==> config.mk <==
export PLATFORM = sky130hd
export DESIGN_NAME = sobth_fifo
export DESIGN_NICKNAME = d
export VERILOG_FILES = /design/src/rtl/core/sobth_pkg.sv /design/src/rtl/core/sobth_fifo.sv
export SDC_FILE = /design/constraint.sdc
export NUM_CORES = 1
export LEC_CHECK = 0
export ABC_AREA = 1
export BUFFER_PORTS_ARGS = -buffer_cell sky130_fd_sc_hd__clkbuf_2
export CAP_MARGIN = 20
export CORE_MARGIN = 5
export CORE_UTILIZATION = 57
export DETAILED_ROUTE_END_ITERATION = 10
export PLACE_DENSITY = 0.79
export SETUP_SLACK_MARGIN = 0.2
export SYNTH_ARGS = -nofsm -noshare
export SYNTH_HDL_FRONTEND = slang
export SYNTH_SLANG_ARGS = --single-unit
==> constraint.sdc <==
create_clock -name clock -period 3.3 [get_ports clock]
set_input_delay 0.66 -clock clock [delete_from_list [all_inputs] [get_ports clock]]
set_output_delay 0.66 -clock clock [all_outputs]
set_load 0.02 [all_outputs]
==> src/rtl/core/sobth_pkg.sv <==
// sobth_pkg: shared widths, constants and payload types for the sobel edge threshold core
// no dependencies; imported by every module under rtl/core

package sobth_pkg;

   // geometry
   localparam int LINE_DEPTH = 2048;
   localparam int COL_W      = $clog2(LINE_DEPTH);
   localparam int ROW_W      = 12;
   localparam int PIX_W      = 8;
   localparam int WIN_TAPS   = 9;

   // configuration register widths and reset values
   localparam int WIDTH_REG_W  = 12;
   localparam int HEIGHT_REG_W = 12;
   localparam int THRESH_W     = 8;
   localparam int CSR_ADDR_W   = 4;
   localparam int CSR_DATA_W   = 32;

   localparam logic [WIDTH_REG_W-1:0]  RESET_FRAME_WIDTH    = 12'd640;
   localparam logic [HEIGHT_REG_W-1:0] RESET_FRAME_HEIGHT   = 12'd480;
   localparam logic [THRESH_W-1:0]     RESET_EDGE_THRESHOLD = 8'd127;
   localparam logic [WIDTH_REG_W-1:0]  MIN_FRAME_DIM        = 12'd3;
   localparam logic [WIDTH_REG_W-1:0]  MAX_FRAME_WIDTH      = WIDTH_REG_W'(LINE_DEPTH);
   localparam logic [COL_W-1:0]        RESET_LAST_COL       = COL_W'(RESET_FRAME_WIDTH - 12'd1);
   localparam logic [ROW_W-1:0]        RESET_LAST_ROW       = RESET_FRAME_HEIGHT - 12'd1;
   localparam logic [THRESH_W-1:0]     THRESH_NEVER         = 8'd255;

   // register indexes (byte address / 4)
   localparam logic [1:0] REG_FRAME_WIDTH    = 2'd0;
   localparam logic [1:0] REG_FRAME_HEIGHT   = 2'd1;
   localparam logic [1:0] REG_EDGE_THRESHOLD = 2'd2;

   // gray = floor(sum / 3) as (sum * 683) >> 11, exact for sums up to 765
   localparam int GRAY_SUM_W  = 10;
   localparam int GRAY_PROD_W = 20;
   localparam logic [GRAY_PROD_W-1:0] GRAY_MUL = 20'd683;
   localparam int GRAY_SHIFT  = 11;

   // result pixel codes
   localparam logic [PIX_W-1:0] PIX_EDGE = 8'd0;
   localparam logic [PIX_W-1:0] PIX_FLAT = 8'd255;

   // queue between front and back
   localparam int FIFO_DEPTH = 4;
   localparam int FIFO_PTR_W = $clog2(FIFO_DEPTH);
   localparam int FIFO_CNT_W = $clog2(FIFO_DEPTH + 1);

   // gradient datapath widths
   localparam int GRAD_W = 10;
   localparam int SQ_W   = 2 * GRAD_W;
   localparam int MAG_W  = SQ_W + 1;
   localparam int TSQ_W  = 17;

   typedef struct packed {
      logic [PIX_W-1:0] red;
      logic [PIX_W-1:0] green;
      logic [PIX_W-1:0] blue;
      logic             frame_start;
   } req_type;

   typedef struct packed {
      logic [PIX_W-1:0] pixel_value;
      logic [COL_W-1:0] out_col;
      logic [ROW_W-1:0] out_row;
      logic             frame_end;
   } rsp_type;

   typedef struct packed {
      logic [COL_W-1:0]    last_col;
      logic [ROW_W-1:0]    last_row;
      logic [THRESH_W-1:0] threshold;
   } cfg_type;

   typedef struct packed {
      logic [WIN_TAPS-1:0][PIX_W-1:0] win;
      logic [COL_W-1:0]               col;
      logic [ROW_W-1:0]               row;
      logic                           frame_end;
   } win_item_type;

endpackage

==> src/rtl/core/sobth_fifo.sv <==
// sobth_fifo: short window queue between the line store front and the gradient back end
// depends on sobth_pkg

module sobth_fifo
   import sobth_pkg::*;
(
   input  logic                  clock,
   input  logic                  reset,
   input  logic                  push,
   input  win_item_type          push_item,
   input  logic                  pop,
   output win_item_type          head,
   output logic                  not_empty,
   output logic [FIFO_CNT_W-1:0] count
);

   win_item_type            entry_ff [FIFO_DEPTH];
   logic [FIFO_PTR_W-1:0]   wr_ptr_ff, wr_ptr_in;
   logic [FIFO_PTR_W-1:0]   rd_ptr_ff, rd_ptr_in;
   logic [FIFO_CNT_W-1:0]   cnt_ff, cnt_in;

   always_comb begin
      wr_ptr_in = push ? wr_ptr_ff + 1'b1 : wr_ptr_ff;
      rd_ptr_in = pop  ? rd_ptr_ff + 1'b1 : rd_ptr_ff;
      cnt_in    = cnt_ff;
      if (push && !pop) begin
         cnt_in = cnt_ff + 1'b1;
      end else if (pop && !push) begin
         cnt_in = cnt_ff - 1'b1;
      end
   end

   always_ff @(posedge clock) begin
      if (reset) begin
         wr_ptr_ff <= '0;
         rd_ptr_ff <= '0;
         cnt_ff    <= '0;
      end else begin
         wr_ptr_ff <= wr_ptr_in;
         rd_ptr_ff <= rd_ptr_in;
         cnt_ff    <= cnt_in;
      end
   end

   always_ff @(posedge clock) begin
      if (push) begin
         entry_ff[wr_ptr_ff] <= push_item;
      end
   end

   assign head      = entry_ff[rd_ptr_ff];
   assign not_empty = (cnt_ff != '0);
   assign count     = cnt_ff;

`ifndef SYNTH
   a_no_overflow: assert property (@(posedge clock) disable iff (reset)
      push && (cnt_ff == FIFO_CNT_W'(FIFO_DEPTH)) |-> pop)
      else $error("window queue overflow");

   a_no_underflow: assert property (@(posedge clock) disable iff (reset)
      pop |-> not_empty)
      else $error("window queue popped while empty");
`endif

endmodule

==> flow_summary.yaml <==
floorplanning:
  die_w_um: 171
  placementRows: 58
  ioPinCount: 200
  die_y_um: 171
  core-area_um2: 25300
  die-area_um2: 29100
  initial_core_util: 0.581
global_routing:
  first_global_vias: 8727
  met3_usage: 0.0543
  grt_max_degree: 193
  gr-max-usage-layer: "met2"
  use_met1: 0.273
  grt_pass1_wl_mm: 46.2
  grtUsageMet2: 0.333
  grt_use_total: 0.204
  overflow: 0
  antenna_found_initial: 2
clock_tree:
  clkSinkCount: 393
  cts_made_buffers: 39
  cts_setup_buffers: 0
  root_buffer: "clkbuf_16"
  path_clk_slew_ns: 0.06
  cts_resized: 0
  insertion_delay_ns: 0.52
  cts.path.max_buffers: 3
  hold_buffers: 0
  cts_tree: "built"
  ctsHtreeMaxLevel: 2
status:
  outcome: "completed"
finish:
  n_antenna_cell: 0
  utilization: 0.677
  nets: 1291
  multiInputGateArea_um2: 2490
  area_growth_pct: 16.5
  drive_above_1_share: 0.228
  register_area_um2: 11700
  fillers: 1719
route:
  wirelength_mm: 30.3
  wl_per_cell_um: 19.7
  first_pass_iters: 5
  antenna_left: 0
  vias_per_cell: 5.74
  drt_iter0_markers: 817
  drc: 0
  vias: 8832
placement:
  place_congestion: 0.743
  port_buffers: 199
  preCtsSetupSlack_ns: 0.934
  dpl.hpwl_mm: 17.1
power:
  leakage_nw: 6.07
  power.density_nw_per_um2: 636
  p_total_mw: 10.9
  peakVddDrop_uv: 499
logic_synthesis:
  yosysTopAreaCell: "edfxtp_1"
  synth_warnings: 0
  synth_top_flop_cell: "edfxtp_1"
  ys_ff_latch: 393
  async_flop_share: 0
  synth.most_common_cell: "edfxtp_1"
  synth_area_leaders: "edfxtp_1, nor2_1, o22ai_1, o21ai_0, o21ai_1"
  synth.avg_cell_area_um2: 14.9
  syn_nets: 1092
  yosysSeqAreaShare: 0.796
  netlist.area_leader.share: 0.783
  synth_common_cells: "edfxtp_1, nor2_1, o21ai_0"
  synth.distinct_cells: 21
  synth_edf_count: 384
  netlist_area_um2: 14700
  syn_inst: 986
timing:
  max_freq_mhz: 342
  fin_crit_sh: 0.886
  worst_slack_ns: 0.375
  maxSlewViolCount: 0
  max_slew_margin: 0.491
  finClkSkew_ns: 0.0150
  setup_violations: 0
  rsz0062_at_grt: "no"
  fin_tns_setup_ns: 0
  fin_crit_ns: 2.93
  max_slew.worst_pin.slew_ns: 0.763
  finalHoldViolCount: 0
critical_path:
  crit_slowest_cell: "buf_16"
  r2r-end: "entry_ff[0][65]$_DFFE_PP_"
  critPathKind: "reg2out"
  r2r_cells: 5
  reg2reg_slack_ns: 1.46
  arrival_ns: 2.27
  cp_max_fo: 192
  critPathLaunchType: "flip-flop"
  cp.required_ns: 2.64
  crit_path_max_incr_delay_ns: 0.50
  cp-end-kind: "output pin"
  crit_path_end: "head[49]"
  crit_chain: "buf_16 -> o21ai_0 -> o22ai_1 -> clkbuf_2"
  reg2reg_from: "wr_ptr_ff[0]$_SDFFE_PP0P_"
job:
  maxCapViolations: 0
min_path:
  min-delay-start: "reset"
  hold_class: "in2reg"
-- power by group --
group | total (mW) | internal, mW | leakage, nW | switching, mW
combinational | 1.15 | 0.340 | 1.91 | 0.806
sequential | 5.76 | 5.70 | 3.60 | 0.0514
clock | 4.01 | 2.33 | 0.558 | 1.68
total | 10.9 | 8.38 | 6.07 | 2.53
-- metrics by stage --
step                      hold WS, ns  instances  area (um2)
after floorplan                 0.412        986       14700
after global placement          0.420       1474       16000
after detailed placement        0.424       1474       16000
after CTS                       0.301       1538       17100
after global routing            0.311       1538       17100
final                           0.318       1538       17100
-- sequential cells by signal, indices dropped and copies added (netlist names), named ones only --
| signal | cells |
|---|---|
| count | 3 |
| entry_ff | 384 |
| rd_ptr_ff | 2 |
| wr_ptr_ff | 2 |
-- critical path: cells and delay by family, from the launching register on --
kind	cells	cell delay (ns)
AO/OA/AOI/OAI	2	0.49
buffers and inverters	2	0.72
flip-flops	1	0.39
-- worst min path at each step --
stage	end	slack, ns	depth (start not counted)
finish	count[0]$_SDFFE_PP0P_	0.32	2
global route	count[0]$_SDFFE_PP0P_	0.31	2
CTS	count[0]$_SDFFE_PP0P_	0.30	2
detailed placement	flip-flop	0.42	1
global placement	flip-flop	0.42	1
floorplan	flip-flop	0.41	1
-- cell families (layout without fill, tap and decap cells) --
| group | Yosys count | after routing | share of synthesized area |
|---|---|---|---|
| buffers and inverters | 79 | 301 | 0.0353 |
| AOI/OAI and AO/OA | 296 | 296 | 0.109 |
| and+or+nand+nor | 211 | 211 | 0.0541 |
| xor gates and xnor gates | 1 | 1 | 0.000595 |
| adders and majority gates | 6 | 6 | 0.00561 |
| DFF | 393 | 393 | 0.796 |
-- layout by cell type (no fill, tap or decap) --
cell and count:
edfxtp_1 384, nor2_1 199, clkbuf_2 199, o21ai_0 106
o22ai_1 96, o21ai_1 91, clkbuf_16 41, inv_1 11
nand2_1 10, clkbuf_1 10, buf_4 10, buf_12 10
clkinv_1 7, dfxtp_1 7, ha_1 5, inv_4 4
a21oi_1 3, clkinv_2 3, inv_6 1, inv_2 1
xor2_1 1, nand3_1 1, nand4_1 1, fa_1 1
dfxtp_4 1, dfxtp_2 1, clkinv_4 1, clkinvlp_4 1
bufinv_16 1, buf_16 1
-- final cells by class --
class                      instances  area share
tap                              330      0.0241
timing repair buffer             220      0.0757
clock inverter                    13     0.00511
multi-input combinational        514       0.145
inverter                          17     0.00460
clock buffer                      51      0.0620
sequential                       393       0.683
-- metal layers --
| metal | up-vias | wire (um) |
|---|---|---|
| li1 | 4118 | - |
| met1 | 4313 | 12200 |
| met2 | 340 | 14600 |
| met3 | 57 | 2650 |
| met4 | 4 | 740 |
| met5 | - | 27 |
Note: power is estimated with default switching activity, not from simulation.
