===== src/rtl/core/sobth_pkg.sv =====
// sobth_pkg: shared widths, constants and payload types for the sobel edge threshold core
// no dependencies; imported by every module under rtl/core

package sobth_pkg;

   // geometry
   localparam int LINE_DEPTH = 2048;
   localparam int COL_W      = $clog2(LINE_DEPTH);
   localparam int ROW_W      = 12;
   localparam int PIX_W      = 8;
   localparam int WIN_TAPS   = 9;

   // configuration register widths and reset values
   localparam int WIDTH_REG_W  = 12;
   localparam int HEIGHT_REG_W = 12;
   localparam int THRESH_W     = 8;
   localparam int CSR_ADDR_W   = 4;
   localparam int CSR_DATA_W   = 32;

   localparam logic [WIDTH_REG_W-1:0]  RESET_FRAME_WIDTH    = 12'd640;
   localparam logic [HEIGHT_REG_W-1:0] RESET_FRAME_HEIGHT   = 12'd480;
   localparam logic [THRESH_W-1:0]     RESET_EDGE_THRESHOLD = 8'd127;
   localparam logic [WIDTH_REG_W-1:0]  MIN_FRAME_DIM        = 12'd3;
   localparam logic [WIDTH_REG_W-1:0]  MAX_FRAME_WIDTH      = WIDTH_REG_W'(LINE_DEPTH);
   localparam logic [COL_W-1:0]        RESET_LAST_COL       = COL_W'(RESET_FRAME_WIDTH - 12'd1);
   localparam logic [ROW_W-1:0]        RESET_LAST_ROW       = RESET_FRAME_HEIGHT - 12'd1;
   localparam logic [THRESH_W-1:0]     THRESH_NEVER         = 8'd255;

   // register indexes (byte address / 4)
   localparam logic [1:0] REG_FRAME_WIDTH    = 2'd0;
   localparam logic [1:0] REG_FRAME_HEIGHT   = 2'd1;
   localparam logic [1:0] REG_EDGE_THRESHOLD = 2'd2;

   // gray = floor(sum / 3) as (sum * 683) >> 11, exact for sums up to 765
   localparam int GRAY_SUM_W  = 10;
   localparam int GRAY_PROD_W = 20;
   localparam logic [GRAY_PROD_W-1:0] GRAY_MUL = 20'd683;
   localparam int GRAY_SHIFT  = 11;

   // result pixel codes
   localparam logic [PIX_W-1:0] PIX_EDGE = 8'd0;
   localparam logic [PIX_W-1:0] PIX_FLAT = 8'd255;

   // queue between front and back
   localparam int FIFO_DEPTH = 4;
   localparam int FIFO_PTR_W = $clog2(FIFO_DEPTH);
   localparam int FIFO_CNT_W = $clog2(FIFO_DEPTH + 1);

   // gradient datapath widths
   localparam int GRAD_W = 10;
   localparam int SQ_W   = 2 * GRAD_W;
   localparam int MAG_W  = SQ_W + 1;
   localparam int TSQ_W  = 17;

   typedef struct packed {
      logic [PIX_W-1:0] red;
      logic [PIX_W-1:0] green;
      logic [PIX_W-1:0] blue;
      logic             frame_start;
   } req_type;

   typedef struct packed {
      logic [PIX_W-1:0] pixel_value;
      logic [COL_W-1:0] out_col;
      logic [ROW_W-1:0] out_row;
      logic             frame_end;
   } rsp_type;

   typedef struct packed {
      logic [COL_W-1:0]    last_col;
      logic [ROW_W-1:0]    last_row;
      logic [THRESH_W-1:0] threshold;
   } cfg_type;

   typedef struct packed {
      logic [WIN_TAPS-1:0][PIX_W-1:0] win;
      logic [COL_W-1:0]               col;
      logic [ROW_W-1:0]               row;
      logic                           frame_end;
   } win_item_type;

endpackage


===== src/rtl/core/sobth_back.sv =====
// sobth_back: sobel gradients, squared magnitude compare and the result output register
// depends on sobth_pkg; drains sobth_fifo

module sobth_back
   import sobth_pkg::*;
(
   input  logic         clock,
   input  logic         reset,
   input  cfg_type      cfg,
   input  win_item_type head,
   input  logic         head_valid,
   output logic         pop,
   output logic         rsp_valid,
   input  logic         rsp_ready,
   output rsp_type      rsp_data
);

   // stage a: absolute gradients
   logic              a_valid_ff, a_valid_in, a_take;
   logic [GRAD_W-1:0] a_ax_ff, a_ay_ff, a_ax_in, a_ay_in;
   logic [COL_W-1:0]  a_col_ff;
   logic [ROW_W-1:0]  a_row_ff;
   logic              a_end_ff;

   // stage b: squares
   logic              b_valid_ff, b_valid_in, b_take;
   logic [SQ_W-1:0]   b_sqx_ff, b_sqy_ff;
   logic [TSQ_W-1:0]  b_tsq_ff, b_tsq_in;
   logic              b_never_ff;
   logic [COL_W-1:0]  b_col_ff;
   logic [ROW_W-1:0]  b_row_ff;
   logic              b_end_ff;
   logic [THRESH_W:0] t_plus;

   // stage c: output register
   logic              c_valid_ff, c_valid_in, c_take;
   rsp_type           c_rsp_ff, c_rsp_in;
   logic [MAG_W-1:0]  mag_sq;
   logic              is_edge;

   logic [GRAD_W-1:0] gx_pos, gx_neg, gy_pos, gy_neg;

   assign c_take = !c_valid_ff || rsp_ready;
   assign b_take = !b_valid_ff || c_take;
   assign a_take = !a_valid_ff || b_take;
   assign pop    = head_valid && a_take;

   always_comb begin
      a_valid_in = a_take ? head_valid : a_valid_ff;
      b_valid_in = b_take ? a_valid_ff : b_valid_ff;
      c_valid_in = c_take ? b_valid_ff : c_valid_ff;
   end

   always_ff @(posedge clock) begin
      if (reset) begin
         a_valid_ff <= 1'b0;
         b_valid_ff <= 1'b0;
         c_valid_ff <= 1'b0;
      end else begin
         a_valid_ff <= a_valid_in;
         b_valid_ff <= b_valid_in;
         c_valid_ff <= c_valid_in;
      end
   end

   // each side of a kernel is at most 4*255, so the halves stay unsigned
   assign gx_pos = GRAD_W'(head.win[2]) + {head.win[5], 1'b0} + GRAD_W'(head.win[8]);
   assign gx_neg = GRAD_W'(head.win[0]) + {head.win[3], 1'b0} + GRAD_W'(head.win[6]);
   assign gy_pos = GRAD_W'(head.win[6]) + {head.win[7], 1'b0} + GRAD_W'(head.win[8]);
   assign gy_neg = GRAD_W'(head.win[0]) + {head.win[1], 1'b0} + GRAD_W'(head.win[2]);
   assign a_ax_in = (gx_pos >= gx_neg) ? gx_pos - gx_neg : gx_neg - gx_pos;
   assign a_ay_in = (gy_pos >= gy_neg) ? gy_pos - gy_neg : gy_neg - gy_pos;

   always_ff @(posedge clock) begin
      if (pop) begin
         a_ax_ff  <= a_ax_in;
         a_ay_ff  <= a_ay_in;
         a_col_ff <= head.col;
         a_row_ff <= head.row;
         a_end_ff <= head.frame_end;
      end
   end

   assign t_plus   = (THRESH_W + 1)'(cfg.threshold) + 9'd1;
   assign b_tsq_in = TSQ_W'(TSQ_W'(t_plus) * TSQ_W'(t_plus));

   always_ff @(posedge clock) begin
      if (a_valid_ff && b_take) begin
         b_sqx_ff   <= SQ_W'(a_ax_ff) * SQ_W'(a_ax_ff);
         b_sqy_ff   <= SQ_W'(a_ay_ff) * SQ_W'(a_ay_ff);
         b_tsq_ff   <= b_tsq_in;
         b_never_ff <= (cfg.threshold == THRESH_NEVER);
         b_col_ff   <= a_col_ff;
         b_row_ff   <= a_row_ff;
         b_end_ff   <= a_end_ff;
      end
   end

   assign mag_sq  = MAG_W'(b_sqx_ff) + MAG_W'(b_sqy_ff);
   assign is_edge = !b_never_ff && (mag_sq >= MAG_W'(b_tsq_ff));

   always_comb begin
      c_rsp_in.pixel_value = is_edge ? PIX_EDGE : PIX_FLAT;
      c_rsp_in.out_col     = b_col_ff;
      c_rsp_in.out_row     = b_row_ff;
      c_rsp_in.frame_end   = b_end_ff;
   end

   always_ff @(posedge clock) begin
      if (b_valid_ff && c_take) begin
         c_rsp_ff <= c_rsp_in;
      end
   end

   assign rsp_valid = c_valid_ff;
   assign rsp_data  = c_rsp_ff;

`ifndef SYNTH
   a_stage_a_holds: assert property (@(posedge clock) disable iff (reset)
      a_valid_ff && !b_take |=> a_valid_ff)
      else $error("gradient stage dropped an item under stall");

   a_stage_b_holds: assert property (@(posedge clock) disable iff (reset)
      b_valid_ff && !c_take |=> b_valid_ff && $stable(b_sqx_ff) && $stable(b_sqy_ff))
      else $error("square stage changed under stall");
`endif

endmodule

===== config.mk =====
export PLATFORM = sky130hd
export DESIGN_NAME = sobth_back
export DESIGN_NICKNAME = d
export VERILOG_FILES = /design/src/rtl/core/sobth_pkg.sv /design/src/rtl/core/sobth_back.sv
export SDC_FILE = /design/constraint.sdc
export NUM_CORES = 1
export LEC_CHECK = 0
export BUFFER_PORTS_ARGS = -buffer_cell sky130_fd_sc_hd__buf_2
export CAP_MARGIN = 25
export CORE_MARGIN = 1
export CORE_UTILIZATION = 30
export CTS_BUF_LIST = sky130_fd_sc_hd__clkbuf_4
export DETAILED_ROUTE_END_ITERATION = 8
export PLACE_DENSITY = 0.54
export SYNTH_ARGS = -nofsm -noshare
export SYNTH_HDL_FRONTEND = slang
export SYNTH_SLANG_ARGS = --single-unit

===== constraint.sdc =====
create_clock -name clock -period 7.6 [get_ports clock]
set_input_delay 0.76 -clock clock [delete_from_list [all_inputs] [get_ports clock]]
set_output_delay 0.76 -clock clock [all_outputs]
set_load 0.02 [all_outputs]

==> results.sh <==
export IMPL_cts_made_buffers=17
export IMPL_most_frequent_cells_in_the_layout="inv_1, ha_1, fa_1, edfxtp_1, buf_2"
export IMPL_critPathBufInv=6
export IMPL_worstSetupPathDepth=24
export IMPL_floorplan_rows=85
export IMPL_final_routed_wirelength_across_all_metal_layers_mm=32.1
export IMPL_synth_simple_gate_area_share_pct=9.48
export IMPL_max_freq_mhz=172
export IMPL_slew_viol_final=0
export IMPL_status="finished clean"
export IMPL_critPathLaunchType="input pin"
export IMPL_complex_gate_fraction_of_the_synthesized_area_pct=9.57
export IMPL_synth_area_per_cell_um2=10.4
export IMPL_drt_iter0_markers=431
export IMPL_tritoncts_num_sinks=151
export IMPL_r2r_cells=18
export IMPL_hold_path_depth=1
export IMPL_worst_endpoint_required_ns=7.92
export IMPL_synth_top_cell_area_share_pct=26.8
export IMPL_netlist_top_cells_area="edfxtp_1, fa_1, ha_1, inv_1, xnor2_1"
export IMPL_post_cts_resize_count=0
export IMPL_path_max_fanout=11
export IMPL_global_route_usage_total_pct=11.9
export IMPL_hold_path_endpoint="a_col_ff[6]$_DFFE_PP_"
export IMPL_grt_overflow_total=0
export IMPL_met3_usage_pct=1.59
export IMPL_fin_skew_ns=0.0296
export IMPL_global_route_peak_usage_layer="met2"
export IMPL_timing_critical_path_cells="buf_2 -> ha_1 -> nand3_1 -> xnor2_1 -> inv_1 -> nor2_1 -> inv_1 -> fa_1 -> inv_1 -> ha_1 -> ha_1 -> inv_1 -> fa_1 -> inv_1 -> ha_1 -> nor2b_1 -> o21ai_0 -> a21boi_0 -> o21ai_0 -> nand2b_1 -> a21o_1 -> a41o_1 -> o41a_1 -> xnor2_1"
export IMPL_cts_tree="done"
export IMPL_worst_slew_margin_rel_pct=35.0
export IMPL_synth_top_family_by_area="adder cells"
export IMPL_dp_hpwl_mm=27.3
export IMPL_drtPass1Iterations=5
export IMPL_synth_adder_area_share_pct=38.0
export IMPL_start_util_pct=30.6
export IMPL_maximum_clock_path_buffer_count=2
export IMPL_final_net_count=2258
export IMPL_drive_gt1_share_pct=11.6
export IMPL_number_of_synthesized_flops_with_an_enable_pin=148
export IMPL_met1_usage_pct=15.4
export IMPL_global_route_wire_length_before_repair_mm=54.6
export IMPL_async_flop_share_pct=0
export IMPL_seq_area_frac_synth_pct=27.1
export IMPL_synth_warning_count=0
export IMPL_weighted_congestion_reported_at_the_end_of_routability_driven_placement=0.920
export IMPL_ant_nets=0
export IMPL_critical_path_top_cell_by_count="inv_1"
export IMPL_die_height_um=237
export IMPL_port_buffers=133
export IMPL_period_share_pct=76.4
export IMPL_timing_final_setup_violations=0
export IMPL_floorplan_core_area_um2=54200
export IMPL_parity_gate_share_of_the_synthesized_area_counting_xor_and_xnor_cells_pct=6.23
export IMPL_vias=11000
export IMPL_worst_path_dominant_cell_family="adder cells"
export IMPL_r2r_start="a_ay_ff[1]$_DFFE_PP_"
export IMPL_synth_main_ff_cell="edfxtp_1"
export IMPL_worst_hold_startpoint="head[19]"
export IMPL_critPathLaunch="cfg[0]"
export IMPL_clock_tree_root_cell="clkbuf_4"
export IMPL_synth_area_um2=16600
export IMPL_cp_arrival_ns=6.13
export IMPL_final_common_cell="inv_1"
export IMPL_timing_critical_path_slowest_stage_cell="fa_1"
export IMPL_ff2ff_setup_slack_ns=1.85
export IMPL_finalCriticalPeriod_ns=5.81
export IMPL_dieArea_um2=56300
export IMPL_grt_max_degree=77
export IMPL_cts_clk_slew_worst_paths_ns=0.15
export IMPL_postSynthCellCount=1594
export IMPL_setup_repair_after_global_routing_missed_its_margin="no"
export IMPL_detail_route_drc_violations=0
export IMPL_largest_incremental_delay_on_the_critical_path_ns=0.52
export IMPL_grt_use_met2_pct=20.9
export IMPL_number_of_levels_in_the_clock_h_tree=4
export IMPL_cts_hold_buffers_added=0
export IMPL_worstSetupEndpointType="flip-flop"
export IMPL_hold_class="in -> reg"
export IMPL_synthesized_flop_and_latch_total=151
export IMPL_yosys_mux_area_fraction_pct=1.50
export IMPL_worstReg2RegEnd="b_sqy_ff[18]$_DFFE_PP_"
export IMPL_routed_wire_length_per_instance_um=13.2
export IMPL_number_of_antenna_violations_at_the_first_check_in_global_routing=1
export IMPL_max_cap_violations=0
export IMPL_top_level_ports=165
export IMPL_post_cts_setup_buffers=0
export IMPL_totalNegativeSetupSlack_ns=0
export IMPL_worstMarginPinSlew_ns=0.975
export IMPL_clk_insertion_delay_late_ns=0.55
export IMPL_hold_violations=0
export IMPL_synth_top_cell_by_area="edfxtp_1"
export IMPL_grt_pass1_vias=11500
export IMPL_synth_cell_types=71
export IMPL_detail_route_vias_per_cell=4.54
export IMPL_floorplan_die_width_um=237
export IMPL_layout_area_overhead_vs_synth_pct=10.3
export IMPL_setup_worst_path_class="in -> reg"
[registers in the layout, summed over array words and instances (netlist names), 11 cells and up]
signal,flops
rsp_data,25
b_sqx_ff,19
b_sqy_ff,19
b_tsq_ff,16
a_row_ff,12
b_row_ff,12
a_col_ff,11
b_col_ff,11
[routing by layer]
metal	vias up	share of wire, %
met5	-	0
met4	0	1.2
met3	26	2.6
met2	190	48
met1	5290	48
li1	5532	-
[synthesized netlist by cell type, drive strengths merged, types with 7 or more instances]
cell type / instances
and2: 53
nor3: 12
and3: 9
xnor2: 86
nand2: 94
buf: 13
inv: 305
nand4: 10
nand3: 15
fa: 164
o21bai: 22
nand2b: 15
nor2: 68
o21ai: 35
clkbuf: 21
mux2: 7
a21oi: 86
a21o: 33
ha: 242
mux2i: 17
nor2b: 26
edfxtp: 148
xor2: 32
[area by class of cell]
class,instances,area (um2)
well taps,696,871
fillers,5535,35900
repair buffers,138,703
multi-input cells,1108,10800
inverters,305,1140
clock buffers,17,128
flip-flops and latches,151,4500
clock inverters,15,160
diodes,1,2.50
[logic make-up after synthesis]
family,after synthesis
fa+ha+maj,406
buf+inv,339
simple gates,317
compound gates,238
flops,151
xor+xnor,118
mux,24
other cells,1
[worst max-delay path by stage]
stage | to | slack (ns)
2_1_floorplan | b_tsq_ff[16]$_DFFE_PP_ | 1.81
3_3_place_gp | b_tsq_ff[16]$_DFFE_PP_ | 1.32
3_5_place_dp | b_tsq_ff[16]$_DFFE_PP_ | 1.21
4_1_cts | b_sqy_ff[18]$_DFFE_PP_ | 1.80
5_1_grt | b_tsq_ff[16]$_DFFE_PP_ | 1.39
6_report | b_tsq_ff[16]$_DFFE_PP_ | 1.79
[through the flow]
stage                     worst slack (ns)  instance area [um2]  instances  utilization, %  hold slack, ns
after floorplan                       1.81                16600       1598               -           0.400
after global placement                1.32                18000       2398            33.2           0.401
after detailed placement              1.21                18000       2398            33.2           0.405
after CTS                             1.80                18300       2430            33.7           0.308
after global routing                  1.39                18300       2431            33.8           0.293
final                                 1.79                18300       2431            33.8           0.372
Power is not shown: default switching activity piles up to over one toggle a cycle in this logic, so the estimate is an artifact.
