==> src/rtl/core/sobth_pkg.sv <==
// sobth_pkg: shared widths, constants and payload types for the sobel edge threshold core
// no dependencies; imported by every module under rtl/core

package sobth_pkg;

   // geometry
   localparam int LINE_DEPTH = 2048;
   localparam int COL_W      = $clog2(LINE_DEPTH);
   localparam int ROW_W      = 12;
   localparam int PIX_W      = 8;
   localparam int WIN_TAPS   = 9;

   // configuration register widths and reset values
   localparam int WIDTH_REG_W  = 12;
   localparam int HEIGHT_REG_W = 12;
   localparam int THRESH_W     = 8;
   localparam int CSR_ADDR_W   = 4;
   localparam int CSR_DATA_W   = 32;

   localparam logic [WIDTH_REG_W-1:0]  RESET_FRAME_WIDTH    = 12'd640;
   localparam logic [HEIGHT_REG_W-1:0] RESET_FRAME_HEIGHT   = 12'd480;
   localparam logic [THRESH_W-1:0]     RESET_EDGE_THRESHOLD = 8'd127;
   localparam logic [WIDTH_REG_W-1:0]  MIN_FRAME_DIM        = 12'd3;
   localparam logic [WIDTH_REG_W-1:0]  MAX_FRAME_WIDTH      = WIDTH_REG_W'(LINE_DEPTH);
   localparam logic [COL_W-1:0]        RESET_LAST_COL       = COL_W'(RESET_FRAME_WIDTH - 12'd1);
   localparam logic [ROW_W-1:0]        RESET_LAST_ROW       = RESET_FRAME_HEIGHT - 12'd1;
   localparam logic [THRESH_W-1:0]     THRESH_NEVER         = 8'd255;

   // register indexes (byte address / 4)
   localparam logic [1:0] REG_FRAME_WIDTH    = 2'd0;
   localparam logic [1:0] REG_FRAME_HEIGHT   = 2'd1;
   localparam logic [1:0] REG_EDGE_THRESHOLD = 2'd2;

   // gray = floor(sum / 3) as (sum * 683) >> 11, exact for sums up to 765
   localparam int GRAY_SUM_W  = 10;
   localparam int GRAY_PROD_W = 20;
   localparam logic [GRAY_PROD_W-1:0] GRAY_MUL = 20'd683;
   localparam int GRAY_SHIFT  = 11;

   // result pixel codes
   localparam logic [PIX_W-1:0] PIX_EDGE = 8'd0;
   localparam logic [PIX_W-1:0] PIX_FLAT = 8'd255;

   // queue between front and back
   localparam int FIFO_DEPTH = 4;
   localparam int FIFO_PTR_W = $clog2(FIFO_DEPTH);
   localparam int FIFO_CNT_W = $clog2(FIFO_DEPTH + 1);

   // gradient datapath widths
   localparam int GRAD_W = 10;
   localparam int SQ_W   = 2 * GRAD_W;
   localparam int MAG_W  = SQ_W + 1;
   localparam int TSQ_W  = 17;

   typedef struct packed {
      logic [PIX_W-1:0] red;
      logic [PIX_W-1:0] green;
      logic [PIX_W-1:0] blue;
      logic             frame_start;
   } req_type;

   typedef struct packed {
      logic [PIX_W-1:0] pixel_value;
      logic [COL_W-1:0] out_col;
      logic [ROW_W-1:0] out_row;
      logic             frame_end;
   } rsp_type;

   typedef struct packed {
      logic [COL_W-1:0]    last_col;
      logic [ROW_W-1:0]    last_row;
      logic [THRESH_W-1:0] threshold;
   } cfg_type;

   typedef struct packed {
      logic [WIN_TAPS-1:0][PIX_W-1:0] win;
      logic [COL_W-1:0]               col;
      logic [ROW_W-1:0]               row;
      logic                           frame_end;
   } win_item_type;

endpackage

==> src/rtl/core/sobth_csr.sv <==
// sobth_csr: apb-style configuration registers and derived last column / last row limits
// depends on sobth_pkg

module sobth_csr
   import sobth_pkg::*;
(
   input  logic                  clock,
   input  logic                  reset,
   input  logic                  csr_psel,
   input  logic                  csr_penable,
   input  logic                  csr_pwrite,
   input  logic [CSR_ADDR_W-1:0] csr_paddr,
   input  logic [CSR_DATA_W-1:0] csr_pwdata,
   output logic [CSR_DATA_W-1:0] csr_prdata,
   output logic                  csr_pready,
   output cfg_type               cfg
);

   logic [WIDTH_REG_W-1:0]  width_ff, width_in;
   logic [HEIGHT_REG_W-1:0] height_ff, height_in;
   logic [THRESH_W-1:0]     thresh_ff, thresh_in;
   logic [COL_W-1:0]        last_col_ff, last_col_in;
   logic [ROW_W-1:0]        last_row_ff, last_row_in;

   logic                    wr_en;
   logic [1:0]              reg_idx;
   logic [WIDTH_REG_W-1:0]  wdat_w, eff_w;
   logic [HEIGHT_REG_W-1:0] wdat_h, eff_h;

   assign wr_en   = csr_psel & csr_penable & csr_pwrite;
   assign reg_idx = csr_paddr[3:2];
   assign wdat_w  = csr_pwdata[WIDTH_REG_W-1:0];
   assign wdat_h  = csr_pwdata[HEIGHT_REG_W-1:0];

   // clamp on write so the pixel path only compares
   always_comb begin
      if (wdat_w < MIN_FRAME_DIM) begin
         eff_w = MIN_FRAME_DIM;
      end else if (wdat_w > MAX_FRAME_WIDTH) begin
         eff_w = MAX_FRAME_WIDTH;
      end else begin
         eff_w = wdat_w;
      end
      if (wdat_h < MIN_FRAME_DIM) begin
         eff_h = MIN_FRAME_DIM;
      end else begin
         eff_h = wdat_h;
      end
   end

   always_comb begin
      width_in    = width_ff;
      height_in   = height_ff;
      thresh_in   = thresh_ff;
      last_col_in = last_col_ff;
      last_row_in = last_row_ff;
      if (wr_en) begin
         unique case (reg_idx)
            REG_FRAME_WIDTH: begin
               width_in    = wdat_w;
               last_col_in = COL_W'(eff_w - 12'd1);
            end
            REG_FRAME_HEIGHT: begin
               height_in   = wdat_h;
               last_row_in = eff_h - 12'd1;
            end
            REG_EDGE_THRESHOLD: begin
               thresh_in = csr_pwdata[THRESH_W-1:0];
            end
            default: begin
            end
         endcase
      end
   end

   always_ff @(posedge clock) begin
      if (reset) begin
         width_ff    <= RESET_FRAME_WIDTH;
         height_ff   <= RESET_FRAME_HEIGHT;
         thresh_ff   <= RESET_EDGE_THRESHOLD;
         last_col_ff <= RESET_LAST_COL;
         last_row_ff <= RESET_LAST_ROW;
      end else begin
         width_ff    <= width_in;
         height_ff   <= height_in;
         thresh_ff   <= thresh_in;
         last_col_ff <= last_col_in;
         last_row_ff <= last_row_in;
      end
   end

   always_comb begin
      unique case (reg_idx)
         REG_FRAME_WIDTH:    csr_prdata = CSR_DATA_W'(width_ff);
         REG_FRAME_HEIGHT:   csr_prdata = CSR_DATA_W'(height_ff);
         REG_EDGE_THRESHOLD: csr_prdata = CSR_DATA_W'(thresh_ff);
         default:            csr_prdata = '0;
      endcase
   end

   assign csr_pready = 1'b1;

   assign cfg.last_col  = last_col_ff;
   assign cfg.last_row  = last_row_ff;
   assign cfg.threshold = thresh_ff;

endmodule

==> config.mk <==
export PLATFORM = sky130hd
export DESIGN_NAME = sobth_csr
export DESIGN_NICKNAME = d
export VERILOG_FILES = /design/src/rtl/core/sobth_pkg.sv /design/src/rtl/core/sobth_csr.sv
export SDC_FILE = /design/constraint.sdc
export NUM_CORES = 1
export LEC_CHECK = 0
export BUFFER_PORTS_ARGS = -buffer_cell sky130_fd_sc_hd__buf_2
export CAP_MARGIN = 25
export CORE_MARGIN = 4
export CORE_UTILIZATION = 44
export DETAILED_ROUTE_END_ITERATION = 8
export GPL_TIMING_DRIVEN = 0
export PLACE_DENSITY = 0.82
export SYNTH_ARGS = -nofsm -noshare
export SYNTH_HDL_FRONTEND = slang
export SYNTH_SLANG_ARGS = --single-unit
==> constraint.sdc <==
create_clock -name clock -period 2.6 [get_ports clock]
set_input_delay 0.52 -clock clock [delete_from_list [all_inputs] [get_ports clock]]
set_output_delay 0.52 -clock clock [all_outputs]
set_load 0.02 [all_outputs]
==> run summary, run 1 <==
Status: completed
GP Congestion: 0.921
Vias in the first global route: 2507
CTS tree: yes
Clock Latency Late Sink: 0.31 ns
Hold Fails Final Rpt: 0
Leak Pwr: 1.37 nW
Setup Viol. Count Final: 0
# rows: 28
Post-synth EDFFs: 0
Critical Path Start Type: primary input
Critical path's slowest cell: nor4_2
Initial DRC count: 269
CP most frequent cell: nor4_2
Cell Pwr Density: 512 mW/mm^2
Synth Area in Simple Gates: 25.7%
Dpl hpwl: 5850 microns
Post-synthesis compound-gate area fraction: 17.6%
CP Cell Sequence: buf_2 > nor4_2 > and3_1 > o21ai_0 > ha_1 > nand2b_1 > nor4_2 > a2111oi_0 > nor4_1
Post-synthesis register bit count: 55
Setup Slack @ Placement: -0.386 ns
Clock sink count: 55
Worst-Margin Slew: 0.555 ns
Mean Syn Cell Area: 7.95 sq um
Worst setup margin: 0.182 ns
Via count: 2801
Multiplexer share of the synthesized area: 4.63%
Min Tclk post-route: 2.42 ns
GRT Util Overall: 20.4%
Tot Pwr: 1.73 mW
Final TNS setup: 0 ns
Chip width: 88.0 microns
Max VDD drop: 240 uV
Global-route wire length before repair: 12400 microns
Most frequent cells in the layout: nand2_1, buf_2, dfxtp_1
Critical path peak fanout: 8
WS Path Type: primary input to flop
CTS Hold Bufs: 0
# Max-Cap Violations: 0
DR WL/cell: 15.5 microns
Largest cells by area after synthesis: dfxtp_1, nand2_1, buf_4
GRT Residual Overflow: 0
Drt first pass iters: 5
Fraction of registers with async set/reset: 0%
Largest family of logic cells by synthesized area: simple AND/OR/NAND/NOR gates
Synth cell types: 48
Num CTS Buffers: 5
CP arrival: 2.60 ns
Share of the synthesized area in the top cell type: 39.1%
DIE HEIGHT: 88.0 microns
Clk buf depth: 2
Core area: 0.00606 sq mm
H-tree Lvls: 2
Die ar.: 0.00774 sq mm
Cell Count, Final, Fillers Out: 509
Final instance area: 0.00339 sq mm
Top_reg_cell synth: dfxtp_1
Crit-path max cell delay: 0.53 ns
Num ports: 105
Worst relative slew slack: 62.5%
Residual DRC: 0
Area delta synth->final: 20.4%
Antenna-violating nets left: 0
Post-Synth XOR/XNOR Area: 1.56%
Cells after synthesis: 354
Post-Synth Adder-Cell Area: 0.890%
Clk pin slew, worst setup/hold paths: 0.10 ns
Nets: 476
Crit end category: flop
Final Cycle Share: 93.0%
Largest net degree at the start of global routing: 18
Hold Crit Class: flop to flop
Initial antenna violation count: 0
Seq/Total Area, Yosys: 39.1%
Fmax: 0.414 GHz
RSZ-0062 raised after global routing: no
Avg Vias per Cell: 5.50
Most common cell after layout, fill and taps aside: nand2_1
Final Skew: 0 ns
Final WL: 7910 microns
N_diodes: 0
WP data required: 2.78 ns
Placed insts: 501
Root Buffer: clkbuf_8
Max Slew Vio Count: 0
Share of cells above drive strength 1: 22.6%
Cell Area, Placed: 0.00324 sq mm
Post-synth design cell area: 0.00281 sq mm
Synth warnings: 0
Synth area leader: dfxtp_1
Starting Density: 46.4%
Number of port buffers: 53
==> final cells by class <==
class	instances	area [sq um]
buffer	50	282
clock buffer	6	82.6
clock inverter	2	38.8
fill	574	2680
inverter	3	11.3
multi-input combinational	265	1510
sequential	55	1100
tap	75	93.8
timing repair buffer	53	265
==> worst paths after layout <==
path | slack (ns) | start | cells after the start | endpoint
max | 0.18 | csr_pwdata[8] | 9 | last_col_ff[8]
min | 0.46 | width_ff[8] | 2 | width_ff[8]
max reg2reg | 1.69 | last_col_ff[0] | 2 | last_col_ff[0]
min reg2reg | 0.46 | width_ff[8] | 2 | width_ff[8]
==> per-stage QoR <==
stage | util [%] | hold WS (ns)
2_1_floorplan | - | 0.436
3_5_place_dp | 53.5 | 0.444
5_1_grt | 55.9 | 0.476
3_3_place_gp | 53.5 | 0.440
4_1_cts | 55.5 | 0.460
6_report | 55.9 | 0.460
==> cells by family after synthesis <==
logic type | count (synthesis)
flip-flops | 55
multiplexers | 13
AND/OR/NAND/NOR | 150
buffers and inverters | 53
adder cells (fa/ha/maj) | 2
XOR/XNOR | 5
AO/OA/AOI/OAI | 74
other | 2
==> routing by layer <==
layer | global-route usage (%) | vias up | routed length [microns]
li1 | - | 1346 | -
met1 | 27.8 | 1290 | 3230
met2 | 33.4 | 156 | 3790
met3 | 2.73 | 9 | 787
met4 | 6.56 | 0 | 105
met5 | 0 | - | 0
==> synth_stat cells, types with 3 or more instances <==
cell	instances
nor4_1	3
nand2b_1	3
and4_1	3
o31ai_1	3
inv_1	3
a211o_1	13
xnor2_1	3
buf_2	3
clkbuf_1	24
or3_1	4
nand3_1	4
nor3_1	14
or2_2	3
nand2_1	64
a31oi_1	3
nor2_1	26
a211oi_1	3
dfxtp_1	55
o21ai_0	10
nor2b_1	11
mux2i_1	13
buf_4	21
a21oi_1	28
nand3b_1	6
==> timing repair <==
action	4_1_cts	5_1_grt
setup buffers	0	0
gates resized for setup	1	7
setup endpoints to repair	2	11
==> registers in the layout (all words and copies together) (netlist names) <==
register     count
last_row_ff     12
width_ff        12
height_ff       12
last_col_ff     11
thresh_ff        8
==> critical path, delay by kind of cell <==
kind	cells	cell delay [ns]
buffers and inverters	1	0.17
and+or+nand+nor	5	1.15
adders and majority gates	1	0.29
AOI/OAI and AO/OA	2	0.48
==> where the power goes <==
| group | leakage, nW | total (mW) | switching, mW | internal (mW) |
|---|---|---|---|---|
| registers | 0.446 | 0.864 | 0.00767 | 0.856 |
| logic | 0.862 | 0.269 | 0.177 | 0.0916 |
| clock network | 0.0618 | 0.600 | 0.283 | 0.317 |
| total | 1.37 | 1.73 | 0.468 | 1.27 |
Note: power is estimated with default switching activity, not from simulation.
==> run 2: changes to the inputs <==
Settings changed: PLACE_DENSITY 0.82 to 0.75.
==> run summary, run 2 (synthesized netlist as in run 1, its figures left out) <==
Critical Path Start Type: primary input (unchanged)
Avg Vias per Cell: 5.33 (was 5.50)
Setup Slack @ Placement: -0.381 ns (was -0.386 ns)
Hold Fails Final Rpt: 0 (unchanged)
Global-route wire length before repair: 12400 microns (about the same)
Clock sink count: 55 (unchanged)
Clock Latency Late Sink: 0.30 ns (was 0.31 ns)
Vias in the first global route: 2592 (was 2507)
Final Skew: 0 ns (unchanged)
Clk pin slew, worst setup/hold paths: 0.10 ns (about the same)
DIE HEIGHT: 88.0 microns (unchanged)
# rows: 28 (unchanged)
Min Tclk post-route: 2.46 ns (was 2.42 ns)
Via count: 2714 (was 2801)
Worst setup margin: 0.140 ns (was 0.182 ns)
Buf+Inv Stages, Crit Path: 1 (unchanged)
Top sig layer: met4 (unchanged)
Initial antenna violation count: 0 (unchanged)
Fin util: 55.5% (was 55.9%)
Top Registers: height_ff (12), last_row_ff (12), width_ff (12) (unchanged)
CP most frequent cell: nor4_2 (unchanged)
DRT met1 WL: 3400 microns (was 3230 microns)
Status: completed (unchanged)
Die ar.: 0.00774 sq mm (unchanged)
GRT Residual Overflow: 0 (unchanged)
Most common cell after layout, fill and taps aside: nand2_1 (unchanged)
Placed insts: 501 (unchanged)
Crit end category: flop (unchanged)
Starting Density: 46.4% (unchanged)
Final Cycle Share: 94.6% (was 93.0%)
WP data required: 2.79 ns (was 2.78 ns)
CTS tree: yes (unchanged)
RSZ-0062 raised after global routing: no (unchanged)
CTS Hold Bufs: 0 (unchanged)
GP Congestion: 0.920 (was 0.921)
WL met2: 3610 microns (was 3790 microns)
Met3 Wirelength: 637 microns (was 787 microns)
Dpl hpwl: 5710 microns (was 5850 microns)
Cell Pwr Density: 489 mW/mm^2 (was 512 mW/mm^2)
# Max-Cap Violations: 0 (unchanged)
GRT Util Overall: 20.7% (was 20.4%)
WS Path Type: primary input to flop (unchanged)
Number of port buffers: 53 (unchanged)
Critical path's slowest cell: nor4_2 (unchanged)
Area delta synth->final: 19.6% (was 20.4%)
Worst relative slew slack: 62.9% (was 62.5%)
Num CTS Buffers: 5 (unchanged)
Hold slack: 0.459 ns (was 0.460 ns)
Max Slew Vio Count: 0 (unchanged)
Largest net degree at the start of global routing: 16 (was 18)
Cell Count, Final, Fillers Out: 509 (unchanged)
N_diodes: 0 (unchanged)
Num ports: 105 (unchanged)
Residual DRC: 0 (unchanged)
H-tree Lvls: 2 (unchanged)
Max VDD drop: 232 uV (was 240 uV)
Final WL: 7800 microns (was 7910 microns)
Antenna-violating nets left: 0 (unchanged)
Drt first pass iters: 4 (was 5)
DR WL/cell: 15.3 microns (was 15.5 microns)
Leak Pwr: 1.36 nW (was 1.37 nW)
Core area: 0.00606 sq mm (unchanged)
Hold Crit Class: flop to flop (unchanged)
Clk buf depth: 2 (unchanged)
Initial DRC count: 176 (was 269)
Nets: 476 (unchanged)
Final TNS setup: 0 ns (unchanged)
Most frequent cells in the layout: nand2_1, buf_2, dfxtp_1 (unchanged)
Fmax: 0.407 GHz (was 0.414 GHz)
Crit-path max cell delay: 0.53 ns (about the same)
Critical path peak fanout: 8 (unchanged)
Post-CTS setup buffer count: 0 (unchanged)
Top Family by Delay on Critical Path: simple AND/OR/NAND/NOR gates (unchanged)
CP arrival: 2.65 ns (was 2.60 ns)
Root Buffer: clkbuf_8 (unchanged)
Chip width: 88.0 microns (unchanged)
CP Cell Sequence: buf_2 > nor4_2 > and3_1 > o21ai_0 > ha_1 > nand2b_1 > nor4_2 > a2111oi_0 > nor4_1 (unchanged)
Setup Viol. Count Final: 0 (unchanged)
Share of cells above drive strength 1: 22.1% (was 22.6%)
Worst-Margin Slew: 0.549 ns (was 0.555 ns)
run 2: final cells by class:
type / count / area (sq um)
Fill cell: 596 / 2700
Multi-Input combinational cell: 265 / 1510
Sequential cell: 55 / 1100
Buffer: 50 / 280
Timing Repair Buffer: 53 / 265
Clock buffer: 8 / 100
Tap cell: 75 / 93.8
Inverter: 3 / 11.3
run 2: where the power goes:
| group | internal, mW | total (mW) | switching, mW |
|---|---|---|---|
| Clock | 0.244 | 0.513 | 0.269 |
| Sequential | 0.856 | 0.864 | 0.00763 |
| Combinational | 0.0913 | 0.267 | 0.176 |
| Total | 1.19 | 1.64 | 0.453 |
run 2: metrics by stage:
| step | area (sq um) | power [mW] |
|---|---|---|
| floorplan | 2880 | 1.07 |
| global placement | 3240 | 1.14 |
| detailed placement | 3240 | 1.14 |
| CTS | 3340 | 1.65 |
| global route | 3360 | 1.71 |
| finish | 3360 | 1.64 |
run 2: per-layer routing:
layer / vias up / global-route usage (%)
met5: - / 0
met1: 1250 / 27.4
met2: 111 / 33.2
li1: 1340 / -
met3: 13 / 4.14
met4: 0 / 7.53
run 2: final timing paths:
| kind | start | endpoint | slack, ns | cells past startpoint |
|---|---|---|---|---|
| setup reg to reg | last_col_ff[0] | last_col_ff[0] | 1.72 | 2 |
| setup / recovery | csr_pwdata[8] | last_col_ff[8] | 0.14 | 9 |
| hold reg to reg | width_ff[8] | width_ff[8] | 0.46 | 2 |
| hold / removal | width_ff[8] | width_ff[8] | 0.46 | 2 |
run 2: worst register-to-register path: stages (launching register included):
cell,delay [ns]
dfxtp_1,0.32
or3_1,0.36
o31a_1,0.11
run 2: timing repair:
item	CTS	global route
gates resized for setup	1	5
setup endpoints to repair	2	12
pin swaps	0	0
